===== config.mk =====
export PLATFORM = sky130hd
export DESIGN_NAME = phsr_cell
export DESIGN_NICKNAME = d
export VERILOG_FILES = /design/src/sv/phsr_pkg.sv /design/src/sv/phsr_cell.sv
export SDC_FILE = /design/constraint.sdc
export NUM_CORES = 1
export LEC_CHECK = 0
export CAP_MARGIN = 20
export CORE_ASPECT_RATIO = 1.25
export CORE_MARGIN = 5
export CORE_UTILIZATION = 23
export CTS_BUF_LIST = sky130_fd_sc_hd__clkbuf_2
export DETAILED_ROUTE_END_ITERATION = 16
export DONT_BUFFER_PORTS = 1
export PLACE_DENSITY = 0.32
export SYNTH_ARGS = -nofsm -noshare
export SYNTH_HDL_FRONTEND = slang
export SYNTH_SLANG_ARGS = --single-unit

===== constraint.sdc =====
create_clock -name i_clk -period 12.9 [get_ports i_clk]
set_clock_uncertainty 0.15 [all_clocks]
set_input_delay 1.29 -clock i_clk [delete_from_list [all_inputs] [get_ports i_clk]]
set_output_delay 1.29 -clock i_clk [all_outputs]
set_load 0.01 [all_outputs]

===== src/sv/phsr_pkg.sv =====
// ----------------------------------------------------------------------------
// phsr_pkg: shared constants, types and tables of the allpass phaser
// Sizes, fixed-point formats, register indexes, the LFO sine quarter table
// and the allpass coefficient table, built at elaboration.
// ----------------------------------------------------------------------------
package phsr_pkg;

    // Block sizes
    localparam int SINE_DEPTH  = 1024;
    localparam int COEFF_DEPTH = 256;
    localparam int STAGE_COUNT = 4;
    localparam int SAMPLE_W    = 24;

    // Derived widths
    localparam int PHASE_W   = 32;
    localparam int SIDX_W    = $clog2(SINE_DEPTH);
    localparam int QTR_LAST  = SINE_DEPTH / 4;
    localparam int QTR_DEPTH = QTR_LAST + 1;
    localparam int QIDX_W    = SIDX_W - 1;
    localparam int CIDX_W    = $clog2(COEFF_DEPTH);
    localparam int COEF_W    = 16;
    localparam int FRAC_W    = 15;
    localparam int WIDE_W    = SAMPLE_W + 8;
    localparam int PROD_W    = COEF_W + SAMPLE_W + 1;
    localparam int FBPROD_W  = SAMPLE_W + 16;

    // Configuration port
    localparam int CFG_IDX_W  = 2;
    localparam int CFG_DATA_W = 21;
    localparam int INC_W      = 21;
    localparam int DEPTH_W    = 16;
    localparam int GAIN_W     = 15;

    localparam logic [CFG_IDX_W-1:0] CFG_PHASE_INC     = CFG_IDX_W'(0);
    localparam logic [CFG_IDX_W-1:0] CFG_SWEEP_DEPTH   = CFG_IDX_W'(1);
    localparam logic [CFG_IDX_W-1:0] CFG_FEEDBACK_GAIN = CFG_IDX_W'(2);

    localparam logic [INC_W-1:0]   PHASE_INC_RST = INC_W'(48696);
    localparam logic [DEPTH_W-1:0] DEPTH_RST     = DEPTH_W'(32768);
    localparam logic [GAIN_W-1:0]  GAIN_RST      = GAIN_W'(16384);
    localparam logic [DEPTH_W-1:0] DEPTH_MAX     = DEPTH_W'(32768);
    localparam logic [GAIN_W-1:0]  GAIN_MAX      = GAIN_W'(32440);

    // Saturation limits, sign-extended to the working width
    localparam logic signed [WIDE_W-1:0] SAT_HI =
        {{(WIDE_W-SAMPLE_W+1){1'b0}}, {(SAMPLE_W-1){1'b1}}};
    localparam logic signed [WIDE_W-1:0] SAT_LO =
        {{(WIDE_W-SAMPLE_W+1){1'b1}}, {(SAMPLE_W-1){1'b0}}};

    // Table construction constants (Q30 angles)
    localparam logic [63:0] PI_Q30    = 64'd3373259426;
    localparam logic [63:0] FS_HZ     = 64'd44100;
    localparam logic [63:0] FMIN_HZ   = 64'd300;
    localparam logic [63:0] FSPAN_HZ  = 64'd2700;
    localparam logic [63:0] COEFF_SPAN = 64'(COEFF_DEPTH - 1);
    localparam logic [63:0] COEFF_DEN  = FS_HZ * COEFF_SPAN;
    localparam int unsigned SIN_DIV [7] = '{6, 20, 42, 72, 110, 156, 210};
    localparam int unsigned COS_DIV [7] = '{2, 12, 30, 56, 90, 132, 182};

    typedef enum logic [1:0] {
        S_IDLE,
        S_RUN,
        S_DONE
    } t_state;

    // Sample handed from one allpass cell to the next
    typedef struct packed {
        logic                       valid;
        logic signed [SAMPLE_W-1:0] x;
    } t_link;

    // Coefficient from the LFO, valid for one cycle when fresh
    typedef struct packed {
        logic                     valid;
        logic signed [COEF_W-1:0] coef;
    } t_coef;

    typedef struct packed {
        logic [63:0] s;
        logic [63:0] c;
    } t_sc;

    typedef logic signed [COEF_W-1:0] t_sine_qtr [QTR_DEPTH];
    typedef logic signed [COEF_W-1:0] t_coeff_rom [COEFF_DEPTH];

    function automatic logic signed [SAMPLE_W-1:0] f_sat(
        input logic signed [WIDE_W-1:0] v
    );
        logic signed [SAMPLE_W-1:0] r;
        if (v > SAT_HI) begin
            r = SAT_HI[SAMPLE_W-1:0];
        end else if (v < SAT_LO) begin
            r = SAT_LO[SAMPLE_W-1:0];
        end else begin
            r = v[SAMPLE_W-1:0];
        end
        return r;
    endfunction

    // Q30 Taylor series for sin and cos, 0 <= a <= pi/2
    function automatic t_sc f_sincos(input logic [63:0] a);
        logic [63:0] a2;
        logic [63:0] st;
        logic [63:0] ct;
        t_sc         r;
        a2  = (a * a) >> 30;
        st  = a;
        ct  = 64'd1 << 30;
        r.s = a;
        r.c = ct;
        for (int n = 0; n < 7; n++) begin
            st = ((st * a2) >> 30) / 64'(SIN_DIV[n]);
            ct = ((ct * a2) >> 30) / 64'(COS_DIV[n]);
            if ((n & 1) == 0) begin
                r.s = r.s - st;
                r.c = r.c - ct;
            end else begin
                r.s = r.s + st;
                r.c = r.c + ct;
            end
        end
        return r;
    endfunction

    // Restoring long division, elaboration only
    function automatic logic [63:0] f_udiv(input logic [63:0] num, input logic [63:0] den);
        logic [63:0] q;
        logic [63:0] rem;
        q   = '0;
        rem = '0;
        for (int i = 63; i >= 0; i--) begin
            rem = {rem[62:0], num[i]};
            if (rem >= den) begin
                rem  = rem - den;
                q[i] = 1'b1;
            end
        end
        return q;
    endfunction

    function automatic logic signed [COEF_W-1:0] f_sine_entry(input int k);
        logic [63:0] a;
        logic [63:0] v;
        logic        neg;
        t_sc         sc;
        a   = (2 * PI_Q30 * 64'(k) + 64'(SINE_DEPTH / 2)) / 64'(SINE_DEPTH);
        neg = 1'b0;
        if (a > PI_Q30) begin
            neg = 1'b1;
            a   = a - PI_Q30;
        end
        if (a > (PI_Q30 >> 1)) begin
            a = PI_Q30 - a;
        end
        sc = f_sincos(a);
        v  = (sc.s * 64'd32767 + (64'd1 << 29)) >> 30;
        if (v > 64'd32767) begin
            v = 64'd32767;
        end
        return neg ? -COEF_W'(v) : COEF_W'(v);
    endfunction

    function automatic logic signed [COEF_W-1:0] f_coeff_entry(input int k);
        logic [63:0] fnum;
        logic [63:0] t;
        logic [63:0] d;
        logic [63:0] mag;
        t_sc         sc;
        fnum = FMIN_HZ * COEFF_SPAN + FSPAN_HZ * 64'(k);
        t    = (PI_Q30 * fnum + COEFF_DEN / 2) / COEFF_DEN;
        sc   = f_sincos(t);
        d    = sc.s + sc.c;
        mag  = (sc.c > sc.s) ? f_udiv(((sc.c - sc.s) << 15) + (d >> 1), d) : 64'd0;
        if (mag > 64'd32768) begin
            mag = 64'd32768;
        end
        return -COEF_W'(mag);
    endfunction

    function automatic t_sine_qtr f_build_sine_qtr();
        t_sine_qtr t;
        for (int k = 0; k < QTR_DEPTH; k++) begin
            t[k] = f_sine_entry(k);
        end
        return t;
    endfunction

    function automatic t_coeff_rom f_build_coeff();
        t_coeff_rom t;
        for (int k = 0; k < COEFF_DEPTH; k++) begin
            t[k] = f_coeff_entry(k);
        end
        return t;
    endfunction

    localparam t_sine_qtr  SINE_QTR  = f_build_sine_qtr();
    localparam t_coeff_rom COEFF_ROM = f_build_coeff();

    // Three-eighths of a turn lands on a rounding tie, so its folded angle
    // differs by one LSB from the mirrored entry: keep its own value.
    localparam int SINE_TIE_IDX = SINE_DEPTH * 3 / 8;
    localparam logic signed [COEF_W-1:0] SINE_TIE_VAL = f_sine_entry(SINE_TIE_IDX);

endpackage


===== src/sv/phsr_cell.sv =====
// ----------------------------------------------------------------------------
// phsr_cell: one first-order allpass section
// Holds its previous input and output; registers the product, then adds,
// rounds and saturates it and registers the sample that it hands on.
// ----------------------------------------------------------------------------
module phsr_cell (
    input  logic                               i_clk,
    input  logic                               i_rst_n,
    input  logic                               i_clear,
    input  logic signed [phsr_pkg::COEF_W-1:0] i_coef,
    input  phsr_pkg::t_link                    i_link,
    output phsr_pkg::t_link                    o_link
);

    localparam int RND_W = phsr_pkg::PROD_W - phsr_pkg::FRAC_W;

    logic signed [phsr_pkg::SAMPLE_W-1:0] r_pin;
    logic signed [phsr_pkg::SAMPLE_W-1:0] r_pout;
    logic signed [phsr_pkg::SAMPLE_W-1:0] r_x;
    logic signed [phsr_pkg::PROD_W-1:0]   r_prod;
    logic                                 r_mul_vld;
    logic                                 r_out_vld;
    logic signed [phsr_pkg::SAMPLE_W-1:0] r_out_x;

    logic signed [phsr_pkg::SAMPLE_W:0]   w_diff;
    logic signed [phsr_pkg::PROD_W-1:0]   w_rnd_sum;
    logic signed [RND_W-1:0]              w_rnd;
    logic signed [phsr_pkg::WIDE_W-1:0]   w_sum;
    logic signed [phsr_pkg::SAMPLE_W-1:0] w_y;

    assign w_diff    = (phsr_pkg::SAMPLE_W+1)'(r_pout) - (phsr_pkg::SAMPLE_W+1)'(i_link.x);
    assign w_rnd_sum = r_prod + (phsr_pkg::PROD_W'(1) <<< (phsr_pkg::FRAC_W - 1));
    assign w_rnd     = w_rnd_sum[phsr_pkg::PROD_W-1:phsr_pkg::FRAC_W];
    assign w_sum     = phsr_pkg::WIDE_W'(r_pin) + phsr_pkg::WIDE_W'(w_rnd);
    assign w_y       = phsr_pkg::f_sat(w_sum);

    always_ff @(posedge i_clk) begin
        if (!i_rst_n) begin
            r_pin     <= '0;
            r_pout    <= '0;
            r_mul_vld <= 1'b0;
            r_out_vld <= 1'b0;
        end else begin
            r_mul_vld <= i_link.valid;
            r_out_vld <= r_mul_vld;
            if (i_clear) begin
                r_pin  <= '0;
                r_pout <= '0;
            end else if (r_mul_vld) begin
                r_pin  <= r_x;
                r_pout <= w_y;
            end
        end
    end

    always_ff @(posedge i_clk) begin
        if (i_link.valid) begin
            r_x    <= i_link.x;
            r_prod <= phsr_pkg::PROD_W'(i_coef) * phsr_pkg::PROD_W'(w_diff);
        end
        if (r_mul_vld) begin
            r_out_x <= w_y;
        end
    end

    assign o_link.valid = r_out_vld;
    assign o_link.x     = r_out_x;

endmodule


# --- After elaboration in Yosys (flattened, before gate mapping) ---
# Index checks and enable logic that the tools add are counted.
word_totals:
  ff_bits: 139
  in_bits: 44
  output_inout_bits: 25
  word_cells: 17
classes:
  n_addsub: 3
  mul: 1
  order_cmp: 2
  muxes: 2
  bitwise: 1
  reduce_logical: 1
op_table:
  columns: ["operator", "count"]
  rows:
  - ["24-bit 2-to-1 mux", 2]
  - ["41-bit by 16-bit adder with 41-bit output, second input constant", 1]
  - ["16-bit by 25-bit multiplier with 41-bit output", 1]
  - ["24-bit by 26-bit adder with 27-bit output", 1]
  - ["27-bit by 24-bit greater-than comparator with 1-bit output, second input constant", 1]
  - ["27-bit by 24-bit less-than comparator with 1-bit output, second input constant", 1]
  - ["24-bit by 24-bit subtractor with 25-bit output", 1]
  - ["2-bit OR reduction", 1]
  - ["1-bit NOT", 1]

# --- Longest topological paths before layout ---
# Gate-level depths: netlist (run 1).
depth:
  ltp_word: 5
  depth_mapped: 36
  mapped_depth_nobuf: 35

# --- Worst setup path before layout (run 1) ---
# No wires, ideal clock.
synth_path:
  path_kind: "input-to-reg"
  start: "in i_link[0] (netlist bit)"
  end: "reg r_prod[35] (netlist bit) (data pin)"
  setup_time_ps: 258
  arrival_ps: 9089
  required_ps: 12492
  path_slack_ps: 3403
  cell_stages: 35
  path_buffers: 1
  path_cell_list: "ha_1 > fa_1 > nor2b_1 > o21ai_0 > a21boi_1 > o21ai_0 > a31oi_1 > o211ai_1 > a21oi_1 > nor2_1 > xnor2_1 > clkbuf_1 > nand2_1 > fa_1 > fa_1 > inv_1 > fa_1 > inv_1 > fa_1 > inv_1 > fa_1 > inv_1 > fa_1 > inv_1 > ha_1 > a21o_1 > a21oi_1 > o21ai_0 > a41oi_1 > a2bb2oi_1 > a21oi_1 > a311oi_1 > o221ai_1 > a21oi_1 > xnor2_1"
synth_via:
  elab_chain_cells: 2
synth_rtl:
  columns: ["item", "line", "source"]
  rows:
  - ["from (decl)", "phsr_cell.sv:11", "input phsr_pkg::t_link i_link,"]
  - ["24-bit by 24-bit subtractor with 25-bit output", "phsr_cell.sv:31", "assign w_diff = (phsr_pkg::SAMPLE_W+1)'(r_pout) - (phsr_pkg::SAMPLE_W+1)'(i_link.x);"]
  - ["16-bit by 25-bit multiplier with 41-bit output", "phsr_cell.sv:59", "r_prod <= phsr_pkg::PROD_W'(i_coef) * phsr_pkg::PROD_W'(w_diff);"]
  - ["to (signal assigned)", "phsr_cell.sv:59", null]
  - ["to (decl)", "phsr_cell.sv:20", "logic signed [phsr_pkg::PROD_W-1:0] r_prod;"]
# Every way passes these cells.
# A chain may end at the register's enable or synchronous reset.

# --- Final worst setup path (run 1) ---
# Same ends and word-level chain as after synthesis.

==> results of run 1 <==
## cells by family after synthesis
kind of cell    share of synthesized area [%]
fa+ha+maj                                45.8
xor+xnor                                 4.04
compound gates                           7.64
mux                                      1.62
simple gates                             14.6
flops                                    15.5
buf+inv                                  10.8
## worst reg2reg max path, delay by kind of cell, from the launching register on
kind                       cells  cell delay (ns)
AOI/OAI and AO/OA             15             3.79
xor gates and xnor gates       2             0.70
adders and majority gates      9             4.01
buffers and inverters          6             0.32
DFF                            1             0.44
and+or+nand+nor                3             0.36
## sequential cells by signal, summed over array words and instances (netlist names)
| name | count |
|---|---|
| r_mul_vld | 1 |
| r_out_vld | 1 |
| r_out_x | 24 |
| r_pin | 24 |
| r_pout | 24 |
| r_prod | 27 |
| r_x | 24 |
## worst max path at each step
stage / startpoint / end / slack [ns] / cells after the start
after floorplan: i_link[0] / r_prod[35] / 3.40 / 35
after global placement: i_link[0] / r_prod[35] / 1.92 / 34
after detailed placement: i_link[0] / r_prod[35] / 1.87 / 34
after CTS: r_pout[0] / r_prod[35] / 2.64 / 35
after global routing: r_pout[0] / r_prod[35] / 2.10 / 35
final: i_link[0] / r_prod[35] / 2.87 / 34
## cell usage in the layout, fill, tap and decap left out, drive strengths merged, types with 6 or more instances in the layout
master	Yosys	layout
or2	6	6
xnor2	71	71
nand3	24	24
xor2	26	26
clkbuf	61	19
a211oi	12	12
dfxtp	50	50
nand2	267	267
nor2	107	107
and2	146	146
o21ai	50	50
ha	148	148
o31ai	8	8
a21oi	78	78
o211ai	8	8
nor2b	30	30
buf	17	27
fa	389	389
mux2i	33	33
o21a	10	10
nor3	16	16
a21o	32	32
edfxtp	75	75
inv	517	518
and3	13	13
nand2b	20	20
## metrics by stage
stage,cell area [µm²],std cells,utilization [%],hold WS (ns),setup slack (ns)
4_1_cts,22700,3443,24.9,0.304,2.64
3_3_place_gp,22400,3411,24.6,0.316,1.92
3_5_place_dp,22400,3412,24.6,0.320,1.87
5_1_grt,22700,3446,24.9,0.312,2.10
6_report,22700,3446,24.9,0.342,2.87
2_1_floorplan,21000,2266,-,0.304,3.40
## metal layers
metal,up-vias,GRT usage (%),part of all wire (%)
met5,-,0,0
met4,0,2.74,1.6
met3,45,1.52,2.6
met2,168,24.4,50
met1,7563,17.9,46
li1,6835,-,-
## area by class of cell
type | count | area (µm²) | share of cell area (%)
Antenna cell | 3 | 7.51 | 0.0331
Clock buffer | 19 | 95.1 | 0.420
Clock inverter | 12 | 146 | 0.646
Inverter | 517 | 1940 | 8.56
Multi-Input combinational cell | 1546 | 15500 | 68.5
Sequential cell | 125 | 3260 | 14.4
Tap cell | 1197 | 1500 | 6.61
Timing Repair Buffer | 27 | 203 | 0.895
==> flow_metrics.tcl, run 1 <==
set metrics [dict create \
    status "complete, no violations" \
    fin_crit_sh_pct 77.8 \
    die_width_um 280 \
    core_mm2 0.0911 \
    clk_pin_slew_worst_paths_ns 0.18 \
    drv_cap 0 \
    whs_endpoint "r_pin[6]" \
    drc 0 \
    cts_sinks 125 \
    end_kind "register" \
    grt_pass1_vias 16700 \
    crit-reg2reg-launch "r_pout[0]" \
    maxSlewViolCount 0 \
    filler_cell_count 9774 \
    reg2reg_slack_ns 2.87 \
    worst_slew_pin_slew_ns 1.09 \
    crit_top_cell "fa_1" \
    whs_path_depth 2 \
    wl_per_cell_um 18.9 \
    ys_warn_count 0 \
    arrival_ns 10.41 \
    crit_family "adder cells" \
    cpPeakStageDelay_ns 0.61 \
    antenna_found_initial 4 \
    relSlewSlack_pct 27.0 \
    setup_viol 0 \
    clk_path_buf_depth 2 \
    cp.buffers_inverters 5 \
    syn_to_final_growth_pct 7.75 \
    setup.worst_path.class "in2reg" \
    post_cts_resized 0 \
    io_buffers 0 \
    cp_max_fo 7 \
    grtUsageTotal_pct 13.6 \
    ys_seq_area_share_pct 15.5 \
    required_ns 13.28 \
    syn_area_mm2 0.0210 \
    drtIter0Drc 687 \
    cts_max_level 4 \
    synth_common_cells "inv_1 (517), fa_1 (389), nand2_1 (267)" \
    rr_worst_depth 35 \
    num_vias 14600 \
    finalSetupTns_ns 0 \
    ys_seq_elements 125 \
    yosys.area.top_type "fa_1" \
    dp_hpwl_um 52400 \
    reg2reg_to "r_prod[35]" \
    dr.pass1.iters 5 \
    globalplace.congestion 0.776 \
    rsz0062_at_grt "false" \
    ant_nets 0 \
    ys.flop_type "edfxtp_1" \
    root_buffer "clkbuf_2" \
    post_cts_buffers 0 \
    clk_latency_ns 0.78 \
    crit_path_start_kind "primary input" \
    synth_area_leaders "fa_1 (37%), edfxtp_1 (11%), inv_1 (9.2%), ha_1 (8.8%), nand2_1 (4.8%)" \
    fmax_ghz 0.0997 \
    grt_pass1_wl_um 102000 \
    rows 124 \
    timing.final.crit_period_ns 10.03 \
    grt_max_degree 58 \
    syn_area_per_cell_um2 9.28 \
    layout-drive-gt1-share_pct 4.23 \
    hold_path_startpoint "r_x[6]" \
    postCtsHoldBufs 0 \
    yosys.area.top_type_share_pct 37.0 \
    yosys.cell_types.count 69 \
    synth_edf_count 75 \
    synth_cells 2266 \
    routed_wl_um 65000 \
    ys_async_sr_fraction_pct 0 \
    dieArea_mm2 0.0976 \
    hold_path_class "reg2reg" \
    cts_buffers 17 \
    cts_tree "built" \
    vias_per_cell 4.24 \
    gr-total-overflow 0 \
    cp_slowest_cell "xnor2_1" \
    start_util_pct 23.1 \
    ioPinCount 69 \
    nets 2815 \
    die_h_um 348 \
    synth.most_common_cell "inv_1" \
    hold_viol 0 \
    synth_nets 2847 \
]
Power of run 1 is left out: the tool's default activity adds up to more than one toggle a clock period on the data nets, which glitch-free logic cannot reach.
==> run 2, diff against run 1 <==
==> constraint.sdc (replaced) <==
create_clock -name i_clk -period 9.9 [get_ports i_clk]
set_clock_uncertainty 0.15 [all_clocks]
set_input_delay 0.99 -clock i_clk [delete_from_list [all_inputs] [get_ports i_clk]]
set_output_delay 0.99 -clock i_clk [all_outputs]
set_load 0.01 [all_outputs]
==> run 2 against run 1 <==
Global-route usage decreased by 0.058 points. Via count increased by 0.27%. Final cell count increased by 1.0%. Non-clock buffer count increased by 37. Critical endpoint is now r_prod[39]. Highest routed layer unchanged.
==> flow_metrics.tcl, run 2 (synthesis results as in run 1) <==
set metrics [dict create \
    arrival_ns 9.57 \
    die_h_um 348 \
    drtIter0Drc 620 \
    clk_path_buf_depth 2 \
    whs_path_depth 0 \
    status "complete, no violations" \
    postCtsHoldBufs 0 \
    rows 124 \
    fmax_ghz 0.109 \
    layout-drive-gt1-share_pct 5.74 \
    gr-total-overflow 0 \
    num_vias 14700 \
    layout_commonest_cell "inv_1" \
    hold_path_class "in2reg" \
    die_width_um 280 \
    cp_slowest_cell "fa_1" \
    rsz0062_at_grt "false" \
    drc 0 \
    regMostFlops "r_prod" \
    vias_per_cell 4.21 \
    start_util_pct 23.1 \
    largest_register_ff_count 27 \
    dr.pass1.iters 5 \
    root_buffer "clkbuf_2" \
    maxSlewViolCount 0 \
    crit_path_start_kind "register" \
    clk_latency_ns 0.77 \
    dp_hpwl_um 52900 \
    cts_sinks 125 \
    grt_pass1_vias 16800 \
    cts_tree "built" \
    required_ns 10.28 \
    cts_buffers 17 \
    utilization_pct 25.3 \
    ioPinCount 69 \
    cts_max_level 4 \
    dieArea_mm2 0.0976 \
    routed_wl_um 64700 \
    relSlewSlack_pct 32.1 \
    crit_top_cell "fa_1" \
    post_cts_buffers 0 \
    grtUsageTotal_pct 13.6 \
    antenna_found_initial 1 \
    setup.worst_path.class "reg2reg" \
    hold_viol 0 \
    grt_pass1_wl_um 102000 \
    core_mm2 0.0911 \
    clk_pin_slew_worst_paths_ns 0.21 \
    post_cts_resized 0 \
    cpPeakStageDelay_ns 0.53 \
    globalplace.congestion 0.768 \
    fin_crit_sh_pct 92.8 \
    drv_cap 0 \
    end_kind "register" \
    worst_slew_pin_slew_ns 1.02 \
    setup_viol 0 \
    wl_per_cell_um 18.6 \
    placedCellCount 3449 \
    layout_common_cells "inv_1 (517), fa_1 (389), nand2_1 (267)" \
    syn_to_final_growth_pct 9.65 \
    grt_max_degree 58 \
    post-place-ws_ns -0.345 \
    cp_max_fo 3 \
    rr_worst_depth 35 \
    ant_nets 0 \
    nets 2852 \
    timing.final.crit_period_ns 9.19 \
    worst_slack_ns 0.714 \
    stdcell_count 3482 \
    io_buffers 0 \
]
[run 2: final timing paths]
| path | startpoint | to | slack, ns |
|---|---|---|---|
| worst min register to register | r_x[6] | r_pin[6] | 0.35 |
| worst max-delay path | r_pout[0] | r_prod[39] | 0.71 |
| worst min-delay path | i_link[2] | r_x[2] | 0.14 |
| worst max register to register | r_pout[0] | r_prod[39] | 0.71 |
[run 2: layout make-up]
| type | instances | area, µm² |
|---|---|---|
| clock inverters | 13 | 198 |
| inverters | 517 | 1940 |
| flip-flops and latches | 125 | 3260 |
| diodes | 1 | 2.50 |
| repair buffers | 64 | 547 |
| well taps | 1197 | 1500 |
| fillers | 9862 | 68000 |
| clock buffers | 19 | 95.1 |
| multi-input cells | 1546 | 15500 |
[run 2: worst max-delay path, delay by kind of cell (launching register included)]
family | cells | cell delay, ns
AOI/OAI and AO/OA | 12 | 2.64
xor gates and xnor gates | 2 | 0.30
DFF | 1 | 0.43
adders and majority gates | 9 | 3.97
and+or+nand+nor | 4 | 0.66
buffers and inverters | 8 | 0.81
[run 2: stage by stage]
step / hold WS, ns / TNS, ns / area [µm²]
2_1_floorplan: 0.304 / 0 / 21000
3_3_place_gp: 0.313 / -1.26 / 22700
3_5_place_dp: 0.322 / -2.01 / 22700
4_1_cts: 0.00502 / 0 / 23000
5_1_grt: 0.0194 / 0 / 23100
6_report: 0.141 / 0 / 23100
[run 2: layer usage]
| metal | global-route usage [%] | vias to the layer above | part of all wire (%) |
|---|---|---|---|
| met1 | 17.4 | 7512 | 44 |
| met3 | 1.81 | 52 | 2.9 |
| met5 | 0 | - | 0 |
| met4 | 2.77 | 0 | 1.7 |
| met2 | 24.5 | 181 | 51 |
| li1 | - | 6905 | - |
Power of run 2 is left out for the same reason.
==> run 3, diff against run 2 <==
--- a/config.mk
+++ b/config.mk
@@ -7,7 +7,7 @@
 export LEC_CHECK = 0
 export CAP_MARGIN = 20
 export CORE_ASPECT_RATIO = 1.25
-export CORE_MARGIN = 5
+export CORE_MARGIN = 2
 export CORE_UTILIZATION = 23
 export CTS_BUF_LIST = sky130_fd_sc_hd__clkbuf_2
 export DETAILED_ROUTE_END_ITERATION = 16
@@ -16,3 +16,4 @@
 export SYNTH_ARGS = -nofsm -noshare
 export SYNTH_HDL_FRONTEND = slang
 export SYNTH_SLANG_ARGS = --single-unit
+export TNS_END_PERCENT = 1
==> constraint.sdc (replaced) <==
create_clock -name i_clk -period 11.4 [get_ports i_clk]
set_clock_uncertainty 0.15 [all_clocks]
set_input_delay 1.14 -clock i_clk [delete_from_list [all_inputs] [get_ports i_clk]]
set_output_delay 1.14 -clock i_clk [all_outputs]
set_load 0.01 [all_outputs]
==> run 3 against run 2 <==
Global-route usage rose by 0.75 points. Final cell count decreased by 0.89%. Clock-buffer cell count fell by 2. Hold slack better by 0.13 ns. First-iteration DRC count decreased by 23%. Sequential cell count unchanged. Largest cell class unchanged.
==> flow_metrics.tcl, run 3 (synthesis results as in run 1) <==
set metrics [dict create \
    status "complete, no violations" \
    dp_hpwl_um 52500 \
    post_cts_resized 0 \
    start_util_pct 23.1 \
    crit_path_start_kind "register" \
    end_kind "register" \
    syn_to_final_growth_pct 7.94 \
    design_area_mm2 0.0227 \
    layout-drive-gt1-share_pct 4.44 \
    die_h_um 342 \
    setup_viol 0 \
    grt_pass1_vias 16500 \
    place_area_mm2 0.0224 \
    filler_cell_count 9806 \
    gr-total-overflow 0 \
    hold_path_class "in2reg" \
    worst_slew_pin_slew_ns 1.08 \
    finalSetupTns_ns 0 \
    drc 0 \
    clk_pin_slew_worst_paths_ns 0.23 \
    vias_per_cell 4.19 \
    wl_per_cell_um 18.7 \
    rows 124 \
    cpPeakStageDelay_ns 0.55 \
    largest_register_ff_count 27 \
    num_vias 14500 \
    ant_nets 0 \
    relSlewSlack_pct 27.9 \
    dr.pass1.iters 5 \
    antenna_found_initial 3 \
    core_mm2 0.0911 \
    cts_max_level 4 \
    layout_common_cells "inv_1 (517), fa_1 (389), nand2_1 (267)" \
    grt_max_degree 58 \
    grtUsageTotal_pct 14.3 \
    cp_slowest_cell "fa_1" \
    ioPinCount 69 \
    clk_path_buf_depth 2 \
    post_cts_buffers 0 \
    nets 2819 \
    hold_viol 0 \
    timing.final.crit_period_ns 9.69 \
    cts_buffers 17 \
    drv_cap 0 \
    drtIter0Drc 478 \
    cts_tree "built" \
    dieArea_mm2 0.0939 \
    regMostFlops "r_prod" \
    hold_ws_ns 0.271 \
    arrival_ns 10.09 \
    cp_max_fo 16 \
    utilization_pct 24.9 \
    postCtsHoldBufs 0 \
    fmax_ghz 0.103 \
    layout_commonest_cell "inv_1" \
    clk_latency_ns 0.79 \
    fin_crit_sh_pct 85.0 \
    die_width_um 274 \
    root_buffer "clkbuf_2" \
    crit_top_cell "fa_1" \
    rsz0062_at_grt "false" \
    grt_pass1_wl_um 101000 \
    setup.worst_path.class "reg2reg" \
    cts_sinks 125 \
    required_ns 11.80 \
    routed_wl_um 64600 \
    io_buffers 0 \
    globalplace.congestion 0.793 \
    maxSlewViolCount 0 \
]
## run 3: cell types whose count changed in the layout (fill, tap and decap cells not counted), sizes merged
cell      delta
buf         -33
inv          +4
bufinv       -3
clkinvlp     +3
clkbuf       -2
clkinv       -2
diode        +2
## run 3: path summary, 6_finish.rpt
check	cells past startpoint	slack, ns	to	from
worst min-delay path	0	0.27	r_x[18]	i_link[18]
worst max-delay path	36	1.71	r_prod[35]	r_pout[0]
worst max register to register	36	1.71	r_prod[35]	r_pout[0]
worst min register to register	2	0.34	r_pin[15]	r_x[15]
## run 3: layout make-up
type                            instances  area [µm²]  area share [%]
Multi-Input combinational cell       1546       15500            68.3
Sequential cell                       125        3260            14.3
Clock inverter                         15         161           0.711
Inverter                              517        1940            8.55
Clock buffer                           17        85.1           0.375
Antenna cell                            3        7.51          0.0331
Timing Repair Buffer                   31         236            1.04
Tap cell                             1197        1500            6.60
## run 3: worst max-delay path, delay by kind of cell, from the launching register on
kind	cells	cell delay, ns
compound gates	15	3.86
xor+xnor	2	0.23
fa+ha+maj	9	3.96
buf+inv	7	0.57
flops	1	0.39
simple gates	3	0.32
## run 3: per-layer routing
metal	up-vias	track usage, %	wire, µm
met5	-	0	0
met4	0	3.70	1340
met3	53	1.82	1700
met2	164	26.9	34100
met1	7374	17.0	27500
li1	6860	-	-
## run 3: through the flow
step / setup WS, ns / instances
final: 1.71 / 3451
after detailed placement: 0.844 / 3416
after floorplan: 2.05 / 2266
after CTS: 1.54 / 3448
after global routing: 1.11 / 3450
after global placement: 0.789 / 3415
Power of run 3 is left out for the same reason.
